<file path="src/hw/rtl/pplc_pkg.sv">
// Shared types, constants and tables of the pad port latch controller.
package pplc_pkg;

    localparam int NUM_PORTS   = 2;
    localparam int NUM_DEVICES = 8;
    localparam int TAP_SLOTS   = 4;
    localparam int DEV_AW      = (NUM_DEVICES > 1) ? $clog2(NUM_DEVICES) : 1;
    localparam int SLOT_W      = 3;
    localparam int WORD_W      = 32;
    localparam int HALF_W      = 16;

    localparam logic [2:0]          TAP_LIMIT = 3'(TAP_SLOTS);
    localparam logic [SLOT_W:0]     DEV_LIMIT = (SLOT_W + 1)'(NUM_DEVICES);

    // Device slot picked by each tap position, per port.
    localparam logic [SLOT_W-1:0] SLOT_MAP [NUM_PORTS][4] = '{
        '{3'd0, 3'd2, 3'd3, 3'd4},
        '{3'd1, 3'd5, 3'd6, 3'd7}
    };

    localparam logic [1:0]        MULTITAP_RESET = 2'd0;
    localparam logic [3:0]        SIG_RESET      = 4'd14;
    localparam logic [10:0]       DELAY_RESET    = 11'd1536;
    localparam logic [HALF_W-1:0] STATUS_READY   = 16'h0008;

    // Address bit positions.
    localparam int ADDR_PORT = 7;
    localparam int ADDR_DEC  = 6;
    localparam int ADDR_HIGH = 1;
    localparam int ADDR_BYTE = 0;

    // Control bit positions.
    localparam int CTRL_TRIGGER = 0;
    localparam int CTRL_MODE    = 1;

    typedef enum logic [1:0] {
        OP_READ  = 2'd0,
        OP_WRITE = 2'd1,
        OP_TIME  = 2'd2,
        OP_LOAD  = 2'd3
    } op_t;

    localparam logic [1:0] CFG_MULTITAP = 2'd0;
    localparam logic [1:0] CFG_TAP_SIG  = 2'd1;
    localparam logic [1:0] CFG_DELAY    = 2'd2;

    typedef struct packed {
        op_t         op;
        logic [7:0]  address;
        logic        byte_access;
        logic [15:0] write_data;
        logic [15:0] elapsed;
        logic [2:0]  device_index;
        logic [31:0] device_word;
    } req_t;

    typedef struct packed {
        logic [15:0] read_data;
        logic        irq;
    } rsp_t;

    typedef struct packed {
        logic [1:0]  multitap;
        logic [3:0]  tap_sig;
        logic [10:0] delay;
    } cfg_t;

    // Item info handed from the port stage to the result stage.
    typedef struct packed {
        logic                 is_read;
        logic                 is_status;
        logic                 status_set;
        logic                 rd_port;
        logic                 rd_high;
        logic                 byte_access;
        logic                 byte_hi;
        logic                 irq;
        logic [NUM_PORTS-1:0] latch;
        logic [NUM_PORTS-1:0] use_sig;
        logic [NUM_PORTS-1:0] slot_ok;
    } stage_t;

endpackage

</file>
<file path="src/hw/rtl/pplc_ram.sv">
// Generic synchronous RAM: one write port, two registered read ports.
module pplc_ram #(
    parameter int WIDTH = 32,
    parameter int DEPTH = 8,
    localparam int AW = (DEPTH > 1) ? $clog2(DEPTH) : 1
) (
    input  logic             clk,
    input  logic             we,
    input  logic [AW-1:0]    waddr,
    input  logic [WIDTH-1:0] wdata,
    input  logic [AW-1:0]    raddr_a,
    input  logic [AW-1:0]    raddr_b,
    output logic [WIDTH-1:0] rdata_a,
    output logic [WIDTH-1:0] rdata_b
);

    logic [WIDTH-1:0] mem [DEPTH];

    always_ff @(posedge clk)
    begin
        if (we)
        begin
            mem[waddr] <= wdata;
        end
        rdata_a <= mem[raddr_a];
        rdata_b <= mem[raddr_b];
    end

endmodule

</file>
<file path="src/hw/rtl/pplc_port_ctrl.sv">
// Port stage: time advance, register access side effects and device table writes.
module pplc_port_ctrl (
    input  logic                       clk,
    input  logic                       rst_n,
    input  logic                       accept,
    input  pplc_pkg::req_t             req,
    input  pplc_pkg::cfg_t             cfg,
    output logic                       ram_we,
    output logic [pplc_pkg::DEV_AW-1:0] ram_waddr,
    output logic [pplc_pkg::WORD_W-1:0] ram_wdata,
    output logic [pplc_pkg::DEV_AW-1:0] ram_raddr0,
    output logic [pplc_pkg::DEV_AW-1:0] ram_raddr1,
    output pplc_pkg::stage_t           stage,
    output logic                       stage_valid
);

    localparam int NP = pplc_pkg::NUM_PORTS;

    logic [2:0]  ctrl_reg    [NP];
    logic [2:0]  ctrl_next   [NP];
    logic [2:0]  tap_reg     [NP];
    logic [2:0]  tap_next    [NP];
    logic [10:0] pend_reg    [NP];
    logic [10:0] pend_next   [NP];
    logic [NP-1:0] ready_reg;
    logic [NP-1:0] ready_next;
    logic        irq_reg;
    logic        irq_next;
    logic [pplc_pkg::NUM_DEVICES-1:0] dval_reg;
    logic [pplc_pkg::NUM_DEVICES-1:0] dval_next;

    logic [pplc_pkg::SLOT_W-1:0] slot [NP];
    pplc_pkg::stage_t            info;
    pplc_pkg::stage_t            stage_reg;
    logic                        stage_valid_reg;
    logic                        load_ok;

    assign load_ok = ({1'b0, req.device_index} < pplc_pkg::DEV_LIMIT);

    always_comb
    begin
        logic       port;
        logic [2:0] v;

        ctrl_next  = ctrl_reg;
        tap_next   = tap_reg;
        pend_next  = pend_reg;
        ready_next = ready_reg;
        irq_next   = irq_reg;
        dval_next  = dval_reg;
        info       = '0;
        port       = 1'b0;
        v          = 3'd0;

        // Advance time, port 0 first.
        for (int p = 0; p < NP; p++)
        begin
            slot[p] = '0;
            if (pend_reg[p] != 11'd0)
            begin
                if ({5'd0, pend_reg[p]} > req.elapsed)
                begin
                    pend_next[p] = pend_reg[p] - req.elapsed[10:0];
                end
                else
                begin
                    pend_next[p]  = 11'd0;
                    info.latch[p] = 1'b1;
                    if (cfg.multitap[p])
                    begin
                        if (tap_reg[p] >= pplc_pkg::TAP_LIMIT)
                        begin
                            info.use_sig[p] = 1'b1;
                        end
                        else
                        begin
                            slot[p]     = pplc_pkg::SLOT_MAP[p][tap_reg[p][1:0]];
                            tap_next[p] = tap_reg[p] + 3'd1;
                        end
                    end
                    else
                    begin
                        slot[p] = pplc_pkg::SLOT_W'(p);
                    end
                    ready_next[p] = 1'b1;
                    ctrl_next[p][pplc_pkg::CTRL_TRIGGER] = 1'b0;
                    irq_next = 1'b1;
                end
            end
            info.slot_ok[p] = ({1'b0, slot[p]} < pplc_pkg::DEV_LIMIT)
                            && dval_reg[slot[p][pplc_pkg::DEV_AW-1:0]];
        end

        // Then the access itself.
        case (req.op)
            pplc_pkg::OP_READ:
            begin
                port             = req.address[pplc_pkg::ADDR_PORT];
                info.is_read     = 1'b1;
                info.rd_port     = port;
                info.rd_high     = req.address[pplc_pkg::ADDR_HIGH];
                info.byte_access = req.byte_access;
                info.byte_hi     = req.address[pplc_pkg::ADDR_BYTE];
                info.is_status   = !req.address[pplc_pkg::ADDR_DEC]
                                && !req.address[pplc_pkg::ADDR_HIGH];
                info.status_set  = ready_next[port];
                if (!info.is_status && !req.address[pplc_pkg::ADDR_HIGH])
                begin
                    ready_next[port] = 1'b0;
                end
                if (ready_next == '0)
                begin
                    irq_next = 1'b0;
                end
            end
            pplc_pkg::OP_WRITE:
            begin
                if (!req.address[pplc_pkg::ADDR_DEC])
                begin
                    port = req.address[pplc_pkg::ADDR_PORT];
                    v    = req.write_data[2:0];
                    if (v[pplc_pkg::CTRL_TRIGGER] && !ctrl_next[port][pplc_pkg::CTRL_TRIGGER])
                    begin
                        if (cfg.multitap[port] && v[pplc_pkg::CTRL_MODE])
                        begin
                            tap_next[port] = 3'd0;
                        end
                        pend_next[port] = (cfg.delay != 11'd0) ? cfg.delay : 11'd1;
                    end
                    ctrl_next[port] = v;
                end
            end
            pplc_pkg::OP_LOAD:
            begin
                if (load_ok)
                begin
                    dval_next[req.device_index[pplc_pkg::DEV_AW-1:0]] = 1'b1;
                end
            end
            pplc_pkg::OP_TIME:
            begin
            end
            default:
            begin
            end
        endcase

        info.irq = irq_next;
    end

    always_ff @(posedge clk or negedge rst_n)
    begin
        if (!rst_n)
        begin
            for (int p = 0; p < NP; p++)
            begin
                ctrl_reg[p] <= 3'd0;
                tap_reg[p]  <= 3'd0;
                pend_reg[p] <= 11'd0;
            end
            ready_reg       <= '0;
            irq_reg         <= 1'b0;
            dval_reg        <= '0;
            stage_valid_reg <= 1'b0;
        end
        else
        begin
            stage_valid_reg <= accept;
            if (accept)
            begin
                ctrl_reg  <= ctrl_next;
                tap_reg   <= tap_next;
                pend_reg  <= pend_next;
                ready_reg <= ready_next;
                irq_reg   <= irq_next;
                dval_reg  <= dval_next;
            end
        end
    end

    always_ff @(posedge clk)
    begin
        if (accept)
        begin
            stage_reg <= info;
        end
    end

    assign ram_we      = accept && (req.op == pplc_pkg::OP_LOAD) && load_ok;
    assign ram_waddr   = req.device_index[pplc_pkg::DEV_AW-1:0];
    assign ram_wdata   = req.device_word;
    assign ram_raddr0  = slot[0][pplc_pkg::DEV_AW-1:0];
    assign ram_raddr1  = slot[1][pplc_pkg::DEV_AW-1:0];
    assign stage       = stage_reg;
    assign stage_valid = stage_valid_reg;

endmodule

</file>
<file path="src/hw/rtl/pplc_result.sv">
// Result stage: latch words from the device table, form read data, queue results.
module pplc_result (
    input  logic                        clk,
    input  logic                        rst_n,
    input  pplc_pkg::stage_t            stage,
    input  logic                        stage_valid,
    input  pplc_pkg::cfg_t              cfg,
    input  logic [pplc_pkg::WORD_W-1:0] ram_rdata0,
    input  logic [pplc_pkg::WORD_W-1:0] ram_rdata1,
    output pplc_pkg::rsp_t              rsp,
    output logic                        rsp_valid,
    input  logic                        rsp_ready,
    output logic [1:0]                  count
);

    localparam int NP = pplc_pkg::NUM_PORTS;

    logic [pplc_pkg::WORD_W-1:0] latched_reg [NP];
    logic [pplc_pkg::WORD_W-1:0] word_next   [NP];
    logic [pplc_pkg::WORD_W-1:0] ram_rdata   [NP];
    pplc_pkg::rsp_t              q_reg       [2];
    pplc_pkg::rsp_t              q_next      [2];
    logic [1:0]                  count_reg;
    logic [1:0]                  count_next;
    pplc_pkg::rsp_t              result;
    logic                        pop;

    assign ram_rdata[0] = ram_rdata0;
    assign ram_rdata[1] = ram_rdata1;

    always_comb
    begin
        logic [pplc_pkg::WORD_W-1:0] word;
        logic [pplc_pkg::HALF_W-1:0] r;

        for (int p = 0; p < NP; p++)
        begin
            if (stage.latch[p])
            begin
                if (stage.use_sig[p])
                begin
                    word_next[p] = {cfg.tap_sig, 28'd0};
                end
                else
                begin
                    word_next[p] = stage.slot_ok[p] ? ram_rdata[p] : '0;
                end
            end
            else
            begin
                word_next[p] = latched_reg[p];
            end
        end

        word = word_next[stage.rd_port];
        if (stage.is_status)
        begin
            r = stage.status_set ? pplc_pkg::STATUS_READY : '0;
        end
        else
        begin
            r = stage.rd_high ? word[31:16] : word[15:0];
        end
        if (stage.byte_access)
        begin
            r = stage.byte_hi ? {8'd0, r[15:8]} : {8'd0, r[7:0]};
        end
        result.read_data = stage.is_read ? r : '0;
        result.irq       = stage.irq;
    end

    // Two-word output queue; entry 0 is the head.
    assign pop = rsp_valid && rsp_ready;

    always_comb
    begin
        logic [1:0] left;

        q_next = q_reg;
        left   = count_reg - {1'b0, pop};
        if (pop)
        begin
            q_next[0] = q_reg[1];
        end
        if (stage_valid)
        begin
            if (left == 2'd0)
            begin
                q_next[0] = result;
            end
            else
            begin
                q_next[1] = result;
            end
        end
        count_next = left + {1'b0, stage_valid};
    end

    always_ff @(posedge clk or negedge rst_n)
    begin
        if (!rst_n)
        begin
            for (int p = 0; p < NP; p++)
            begin
                latched_reg[p] <= '0;
            end
            count_reg <= 2'd0;
        end
        else
        begin
            if (stage_valid)
            begin
                latched_reg <= word_next;
            end
            count_reg <= count_next;
        end
    end

    always_ff @(posedge clk)
    begin
        q_reg <= q_next;
    end

    assign rsp       = q_reg[0];
    assign rsp_valid = (count_reg != 2'd0);
    assign count     = count_reg;

endmodule

</file>
<file path="src/hw/rtl/pad_port_latch_controller.sv">
// Top level of the pad port latch controller.
// Two-port pad interface behind registers. Each request word first advances
// time by its elapsed count: a port with a pending transfer counts down, and
// on expiry latches a 32-bit word (its own device, the multitap slot map, or
// the tap signature once the slots are used up), sets its ready flag, clears
// its trigger bit and raises irq. Then the request reads status or a data
// half, writes the three control bits, or loads a device table slot. Every
// request word yields exactly one response word. One request is taken per
// cycle while the output queue has room; an accepted request is registered
// in the port stage, and its response then enters the output queue from the
// result stage. Port state lives in flip-flops and is updated at acceptance;
// the device table is a RAM with two registered read ports, one per port, so
// both ports can latch in the same request and the latched words are formed
// in the cycle after. A two-word output queue keeps requests flowing while a
// response waits. The configuration channel is always ready and must only be
// written while no request is in flight.
module pad_port_latch_controller (
    input  logic           clk,
    input  logic           rst_n,
    input  logic           req_valid,
    output logic           req_ready,
    input  pplc_pkg::req_t req,
    output logic           rsp_valid,
    input  logic           rsp_ready,
    output pplc_pkg::rsp_t rsp,
    input  logic           cfg_valid,
    output logic           cfg_ready,
    input  logic [1:0]     cfg_index,
    input  logic [10:0]    cfg_data
);

    pplc_pkg::cfg_t   cfg_reg;
    pplc_pkg::stage_t stage;
    logic             stage_valid;
    logic             accept;
    logic [1:0]       count;
    logic [2:0]       held;

    logic                        ram_we;
    logic [pplc_pkg::DEV_AW-1:0] ram_waddr;
    logic [pplc_pkg::WORD_W-1:0] ram_wdata;
    logic [pplc_pkg::DEV_AW-1:0] ram_raddr0;
    logic [pplc_pkg::DEV_AW-1:0] ram_raddr1;
    logic [pplc_pkg::WORD_W-1:0] ram_rdata0;
    logic [pplc_pkg::WORD_W-1:0] ram_rdata1;

    // Configuration registers.
    assign cfg_ready = 1'b1;

    always_ff @(posedge clk or negedge rst_n)
    begin
        if (!rst_n)
        begin
            cfg_reg.multitap <= pplc_pkg::MULTITAP_RESET;
            cfg_reg.tap_sig  <= pplc_pkg::SIG_RESET;
            cfg_reg.delay    <= pplc_pkg::DELAY_RESET;
        end
        else if (cfg_valid)
        begin
            case (cfg_index)
                pplc_pkg::CFG_MULTITAP: cfg_reg.multitap <= cfg_data[1:0];
                pplc_pkg::CFG_TAP_SIG:  cfg_reg.tap_sig  <= cfg_data[3:0];
                pplc_pkg::CFG_DELAY:    cfg_reg.delay    <= cfg_data;
                default:
                begin
                end
            endcase
        end
    end

    // Take a request only when the queue will have room for its response,
    // counting the one still in the result stage and the word leaving now.
    assign held      = {1'b0, count} + {2'd0, stage_valid} - {2'd0, rsp_valid && rsp_ready};
    assign req_ready = (held <= 3'd1);
    assign accept    = req_valid && req_ready;

    pplc_port_ctrl u_port_ctrl (
        .clk         (clk),
        .rst_n       (rst_n),
        .accept      (accept),
        .req         (req),
        .cfg         (cfg_reg),
        .ram_we      (ram_we),
        .ram_waddr   (ram_waddr),
        .ram_wdata   (ram_wdata),
        .ram_raddr0  (ram_raddr0),
        .ram_raddr1  (ram_raddr1),
        .stage       (stage),
        .stage_valid (stage_valid)
    );

    // Device table; reads return the old word when a load hits the same slot.
    pplc_ram #(
        .WIDTH (pplc_pkg::WORD_W),
        .DEPTH (pplc_pkg::NUM_DEVICES)
    ) u_dev_ram (
        .clk     (clk),
        .we      (ram_we),
        .waddr   (ram_waddr),
        .wdata   (ram_wdata),
        .raddr_a (ram_raddr0),
        .raddr_b (ram_raddr1),
        .rdata_a (ram_rdata0),
        .rdata_b (ram_rdata1)
    );

    pplc_result u_result (
        .clk         (clk),
        .rst_n       (rst_n),
        .stage       (stage),
        .stage_valid (stage_valid),
        .cfg         (cfg_reg),
        .ram_rdata0  (ram_rdata0),
        .ram_rdata1  (ram_rdata1),
        .rsp         (rsp),
        .rsp_valid   (rsp_valid),
        .rsp_ready   (rsp_ready),
        .count       (count)
    );

endmodule

</file>
<file path="config.mk">
export PLATFORM = sky130hd
export DESIGN_NAME = pad_port_latch_controller
export DESIGN_NICKNAME = d
export VERILOG_FILES = /design/src/hw/rtl/pplc_pkg.sv /design/src/hw/rtl/pplc_ram.sv /design/src/hw/rtl/pplc_port_ctrl.sv /design/src/hw/rtl/pplc_result.sv /design/src/hw/rtl/pad_port_latch_controller.sv
export SDC_FILE = /design/constraint.sdc
export NUM_CORES = 1
export LEC_CHECK = 0
export BUFFER_PORTS_ARGS = -buffer_cell sky130_fd_sc_hd__buf_2
export CELL_PAD_IN_SITES_DETAIL_PLACEMENT = 0
export CELL_PAD_IN_SITES_GLOBAL_PLACEMENT = 2
export CORE_AREA = 2 2 244 246
export CTS_CLUSTER_DIAMETER = 40
export CTS_CLUSTER_SIZE = 25
export DETAILED_ROUTE_END_ITERATION = 7
export DIE_AREA = 0 0 246 248
export GPL_ROUTABILITY_DRIVEN = 0
export PLACE_DENSITY = 0.78
export SYNTH_ARGS = -nofsm -noshare
export SYNTH_HDL_FRONTEND = slang
export SYNTH_SLANG_ARGS = --single-unit
</file>
<file path="constraint.sdc">
create_clock -name clk -period 6.7 [get_ports clk]
set_input_delay 1.005 -clock clk [delete_from_list [all_inputs] [get_ports clk]]
set_output_delay 1.005 -clock clk [all_outputs]
set_load 0.01 [all_outputs]
</file>
-- Word-level counts from Yosys, hierarchy flattened
Memories as Yosys holds them, arrays and structs flattened. A register that Yosys moved wholly into a read port is not among the register bits.
Index checks and enable logic that the tools add are counted.
- add/subtract/negate cells: 8
- $lt $le $gt $ge: 16
- eq/ne operators: 4
- muxes and demuxes: 100
- bitwise operators: 15
- reduce and logical (&&, ||, !) cells: 30
- operators with widths (kind ; count):
    32-bit 2-to-1 mux ; 9
    11-bit 2-to-1 mux ; 6
    22-bit 2-to-1 mux ; 3
    16-bit 2-to-1 mux ; 4
    3-bit 2-to-1 mux ; 21
    17-bit 2-to-1 mux ; 3
    34-bit 2-to-1 mux ; 1
    11-bit nonzero test ; 3
    11-bit by 16-bit greater-than comparator with 1-bit output ; 2
    1-bit 2-to-1 mux ; 31
    6-bit 2-to-1 mux ; 4
    22-bit bitwise mux ; 1
    11-bit subtractor ; 2
    3-bit binary-select mux with 2-bit select ; 2
    3-bit greater-or-equal comparator, second input constant ; 4
    3-bit by 4-bit less-than comparator with 1-bit output, second input constant ; 3
    4-bit 2-to-1 mux ; 3
    11-bit demux with 1-bit select ; 1
    1-bit logical AND ; 10
    2-bit AND reduction ; 5
    2-bit zero test ; 4
    8-bit 2-to-1 mux ; 1
    8-bit bitwise OR ; 1
    7-bit 2-to-1 mux ; 1
    other kinds (30) ; 48
- register bits after elaboration: 177
- RAM bits: 256
- input bits: 96
- output and inout port bits: 20
- word-level logic and storage cells: 209
- memories kept: 1
- memories (name ; words ; width ; rd ports ; clocked after memory_dff ; wr ports ; line ; text):
    u_dev_ram.mem ; 8 ; 32 ; 2 ; 2 ; 1 ; pplc_ram.sv:17 ; logic [WIDTH-1:0] mem [DEPTH];

-- Depth between registers and ports, before layout
- depth after elaboration: 13
- mapped depth: 19
- gate-level depth less buffers: 17

-- Hierarchy
Synthesis repeated with hierarchy kept, for this count alone.
- cell total of the unflattened synthesis: 1556
- area, all modules: 23458.7 um^2
- modules (own cells, without submodules) (module ; times used ; cells an instance ; area an instance (um^2) ; seq. area each (um^2)):
    pplc_ram ; 1 ; 561 ; 13180.1 ; 8968.6
    pplc_result ; 1 ; 509 ; 5363.9 ; 2502.4
    pplc_port_ctrl ; 1 ; 436 ; 4107.7 ; 1471.4
    pad_port_latch_controller ; 1 ; 50 ; 807.0 ; 431.7

-- Worst setup path after synthesis
Ideal clock, no wire load.
- kind: input port to flip-flop
- start point: in rsp_ready
- end point: mem u_dev_ram.mem[0][0], enable pin
- library setup time: 0.463 ns
- arrival time: 6.054 ns
- required time: 6.237 ns
- path slack: 0.183 ns
- stages on the path: 15
- buffers on the path: 2
- path through: nand2_1 clkbuf_1 inv_1 ha_1 inv_1 ha_1 inv_1 fa_1 xnor2_1 and2_1 nand2_1 inv_1 clkbuf_1 nand4b_1 nor3_1
- word-level cells in the longest chain between the ends: 7
- ends and longest elaborated chain (element ; line ; text):
    start: declaration ; pad_port_latch_controller.sv:24 ; input logic rsp_ready,
    1-bit logical AND ; pad_port_latch_controller.sv:73 ; assign held = {1'b0, count} + {2'd0, stage_valid} - {2'd0, rsp_valid && rsp_ready};
    3-bit by 1-bit subtractor with 3-bit output ; pad_port_latch_controller.sv:73 ;
    3-bit by 1-bit less-or-equal comparator with 1-bit output ; pad_port_latch_controller.sv:74 ; assign req_ready = (held <= 3'd1);
    named net req_ready ; pad_port_latch_controller.sv:21 ; output logic req_ready,
    1-bit logical AND ; pad_port_latch_controller.sv:75 ; assign accept = req_valid && req_ready;
    1-bit logical AND ; pplc_port_ctrl.sv:189 ; assign ram_we = accept && (req.op == pplc_pkg::OP_LOAD) && load_ok;
    1-bit 2-to-1 mux ; pplc_ram.sv:21 ; if (we)
    1-bit 2-to-1 mux (implied by the code) ; pplc_ram.sv:23 ; mem[waddr] <= wdata;
    end: declaration ; pplc_ram.sv:17 ;
The timed path passes the listed nets, and every way through them passes these cells.

-- Worst setup path after layout
- start point: reg u_result.count_reg[1], in the netlist u_result.count[1]
- end point: mem u_dev_ram.mem[5][13], enable pin
- word-level cells in the longest chain between the ends: 8
- elaborated cells on any way between the ends: 9
- those cells by class: add/sub: 2; order compare: 1; mux: 2; reduce/logical: 4
- ends and longest elaborated chain (element ; line ; text):
    start: declaration ; pplc_result.sv:23 ; logic [1:0] count_reg;
    start signal: assignment ; pplc_result.sv:115 ; count_reg <= count_next;
    branches (longest 2 deep; another with 2-bit by 1-bit adder with 3-bit output) ; n/a ;
    3-bit by 1-bit subtractor with 3-bit output (*) ; pad_port_latch_controller.sv:73 ;
    3-bit by 1-bit less-or-equal comparator with 1-bit output (*) ; pad_port_latch_controller.sv:74 ;
    1-bit logical AND (*) ; pad_port_latch_controller.sv:75 ;
    1-bit logical AND (*) ; pplc_port_ctrl.sv:189 ;
    1-bit 2-to-1 mux (*) ; pplc_ram.sv:21 ;
    1-bit 2-to-1 mux (implied by the code) (*) ; pplc_ram.sv:23 ;
Every way passes the cells marked *.

==> reports/summary.txt <==
outcome: finished, final reports clean
cts hold-fix bufs: 0
pins over their slew limit: 0
final setup TNS: 0 ns
nets@finish: 2247
I/O Pins: 116
Vias per Instance: 5.772
postcts setup bufs: 0
nature of the critical path startpoint: flip-flop
CP required: 7.02 ns
Leak: 0.01017 uW
worst vdd ir: 0.4662 mV
R2R depth: 17
global-route wire length before repair: 104.7 mm
cells after synthesis: 2053
CTS Buf Count: 87
CORE AREA: 0.05846 mm^2
Crit Path Max Fanout: 18
worst-path cell with the longest stage delay: nor2_4
vias in the first global route: 17180
die area: 0.06101 mm^2
Logic pwr share: 0.316
RSZ-0062 raised after global routing: false
# DRC: 0
I/O Buffers: 96
crit path cell chain: inv_1, nand2_1, nand2_1, inv_1, ha_1, inv_1, ha_1, inv_1, fa_1, xnor2_1, and2_1, nand2_1, inv_1, buf_4, nand4_1, nor2_4, buf_12
initial antenna violation count: 2
H-tree depth: 3
initial core utilization: 0.3946
clock sinks: 493
synth top area cells: edfxtp_1 37%, dfrtp_1 13%, dfxtp_1 7.0%, nand2_1 5.0%, mux2_2 3.4%
P_int: 8192 uW
arrival time worst endpoint: 4.53 ns
Clk Latency, worst-skew pair: 0.65 ns
Netlist cell types: 75
number of routed nets with antenna violations: 0
sequential power share: 0.324
cell mode on critical path: inv_1
CP delay by family, top: simple AND/OR/NAND/NOR gates
Clk pwr share: 0.359
synthesized area per cell: 11.24 um^2
max reg flops: 256
CTS Root Cell: clkbuf_16
Post-synth ARST share: 0.2535
layout cells sized above 1: 0.1972
# rows: 89
Max-Cap Viols: 0
final non-filler cell total: 2966
Placed Cells incl. Taps: 2800
die extent in y: 248 um
Setup CP Type: flip-flop to flip-flop
Final period util: 0.6286
first-pass iteration count of the detailed router: 7
top cell type's share of synthesized area: 0.3736
WP depth: 17
die width: 246 um
Area Growth Syn to Fin: 18.48%
Resized cells post-CTS: 0
Post-synth top cells: 309 x nand2_1, 287 x edfxtp_1, 130 x a21oi_1
mapped cell area: 0.02307 mm^2
PnR Total Power: 12890 uW
Layout Skew: 0.02787 ns
Synth Warn #: 0
minimum clock period: 4.212 ns
fmax: 237.4 MHz
routed vias: 17120
post-detailed-placement half-perimeter wirelength: 40.82 mm
Worst Hold Class: primary input to asynchronous set/reset pin
sequential share of the synthesized area: 0.5797
largest area contributor in the netlist: edfxtp_1
Bufs and invs on worst path: 7
Critical Path End Type: flip-flop
Routed Wire Length: 68.63 mm
Post-synth EDFFs: 287
PD cells: 471.7 mW/mm^2
DR WL/cell: 23.14 um
Net Sw Frac: 0.3646
CP max stage delay: 0.80 ns
largest net degree at the start of global routing: 98
Final Hold Vio Count: 0
Slew Limit Headroom: 0.2051
#FFs+latches synth: 493
worst-margin pin slew: 1.188 ns
overall routing resource usage: 0.2279
Mapped Nets: 2184
CTS tree: done
Clk pin slew, worst setup/hold paths: 0.05 ns
most frequent cell after synthesis: nand2_1
# setup viols final: 0
clk buf depth: 3
initial drt markers: 1441
Main synth FF type: edfxtp_1
Net Sw Power: 4700 uW
grt ovf: 0
## power groups by stage
stage,Clock (uW),Combinational [uW],Sequential (uW)
after floorplan,0,3010,4070
after global placement,0,4000,4220
after detailed placement,0,4060,4230
after CTS,4700,4070,4180
after global routing,4860,4500,4240
final,4630,4080,4180
## layout by cell type, fill, tap and decap left out, types with 53 or more instances in the layout
master / count
a211oi_1: 68
a21oi_1: 130
buf_2: 95
clkbuf_16: 90
dfrtp_1: 119
dfxtp_1: 81
edfxtp_1: 287
mux2_2: 69
mux2i_1: 53
nand2_1: 309
nand3_1: 110
nor2_1: 101
## metal layers
metal,track usage,vias to the layer above,wire (um)
met4,0.08841,0,2249
met3,0.04379,147,4615
li1,-,7821,-
met2,0.3610,625,31290
met5,0,-,0
met1,0.3090,8527,30470
## layout make-up
cell class | instances | area [um^2]
Clock inverter | 62 | 809.5
Clock buffer | 102 | 2337
Timing Repair Buffer | 133 | 835.8
Tap cell | 773 | 967.2
Fill cell | 5306 | 31130
Inverter | 38 | 142.6
Sequential cell | 493 | 13380
Multi-Input combinational cell | 1363 | 8861
Antenna cell | 2 | 5.005
## through the flow
step	hold slack [ns]	util	setup slack, ns	instance area, um^2
2_1_floorplan	0.4272	-	0.1829	23070
5_1_grt	0.2440	0.4675	2.157	27330
4_1_cts	0.2260	0.4675	2.384	27330
3_5_place_dp	0.4576	0.4136	1.890	24180
6_report	0.2427	0.4675	2.488	27330
3_3_place_gp	0.4577	0.4136	1.951	24180
## path summary, 6_finish.rpt
kind                                      startpoint                        to  slack, ns
worst max-delay path               u_result.count[1]      u_dev_ram.mem[5][13]       2.49
worst min-delay path                           rst_n  u_port_ctrl.pend_reg[14]       0.24
worst max register to register     u_result.count[1]      u_dev_ram.mem[5][13]       2.49
worst min register to register  u_port_ctrl.stage[6]         u_result.q_reg[0]       0.48
max in group asynchronous                      rst_n   u_port_ctrl.stage_valid       5.39
min in group clk                u_port_ctrl.stage[6]         u_result.q_reg[0]       0.48
## cells by family (layout without fill, tap and decap cells)
kind of cell	Yosys count	after routing	share of synthesized area
mux	129	129	0.06351
fa+ha+maj	35	35	0.01996
compound gates	486	486	0.1510
flops	493	493	0.5797
other cells	1	3	0.0001626
xor+xnor	20	20	0.007593
buf+inv	197	335	0.04149
simple gates	692	692	0.1366
## worst register-to-register path, stage by stage, from the launching register on
cell and delay (ns):
dfrtp_1 0.41, inv_1 0.09, nand2_1 0.06, nand2_1 0.08
inv_1 0.05, ha_1 0.28, inv_1 0.10, ha_1 0.15
inv_1 0.05, fa_1 0.40, xnor2_1 0.14, and2_1 0.15
nand2_1 0.08, inv_1 0.08, buf_4 0.22, nand4_1 0.44
nor2_4 0.80, buf_12 0.30
Note: power is estimated with default switching activity, not from simulation.
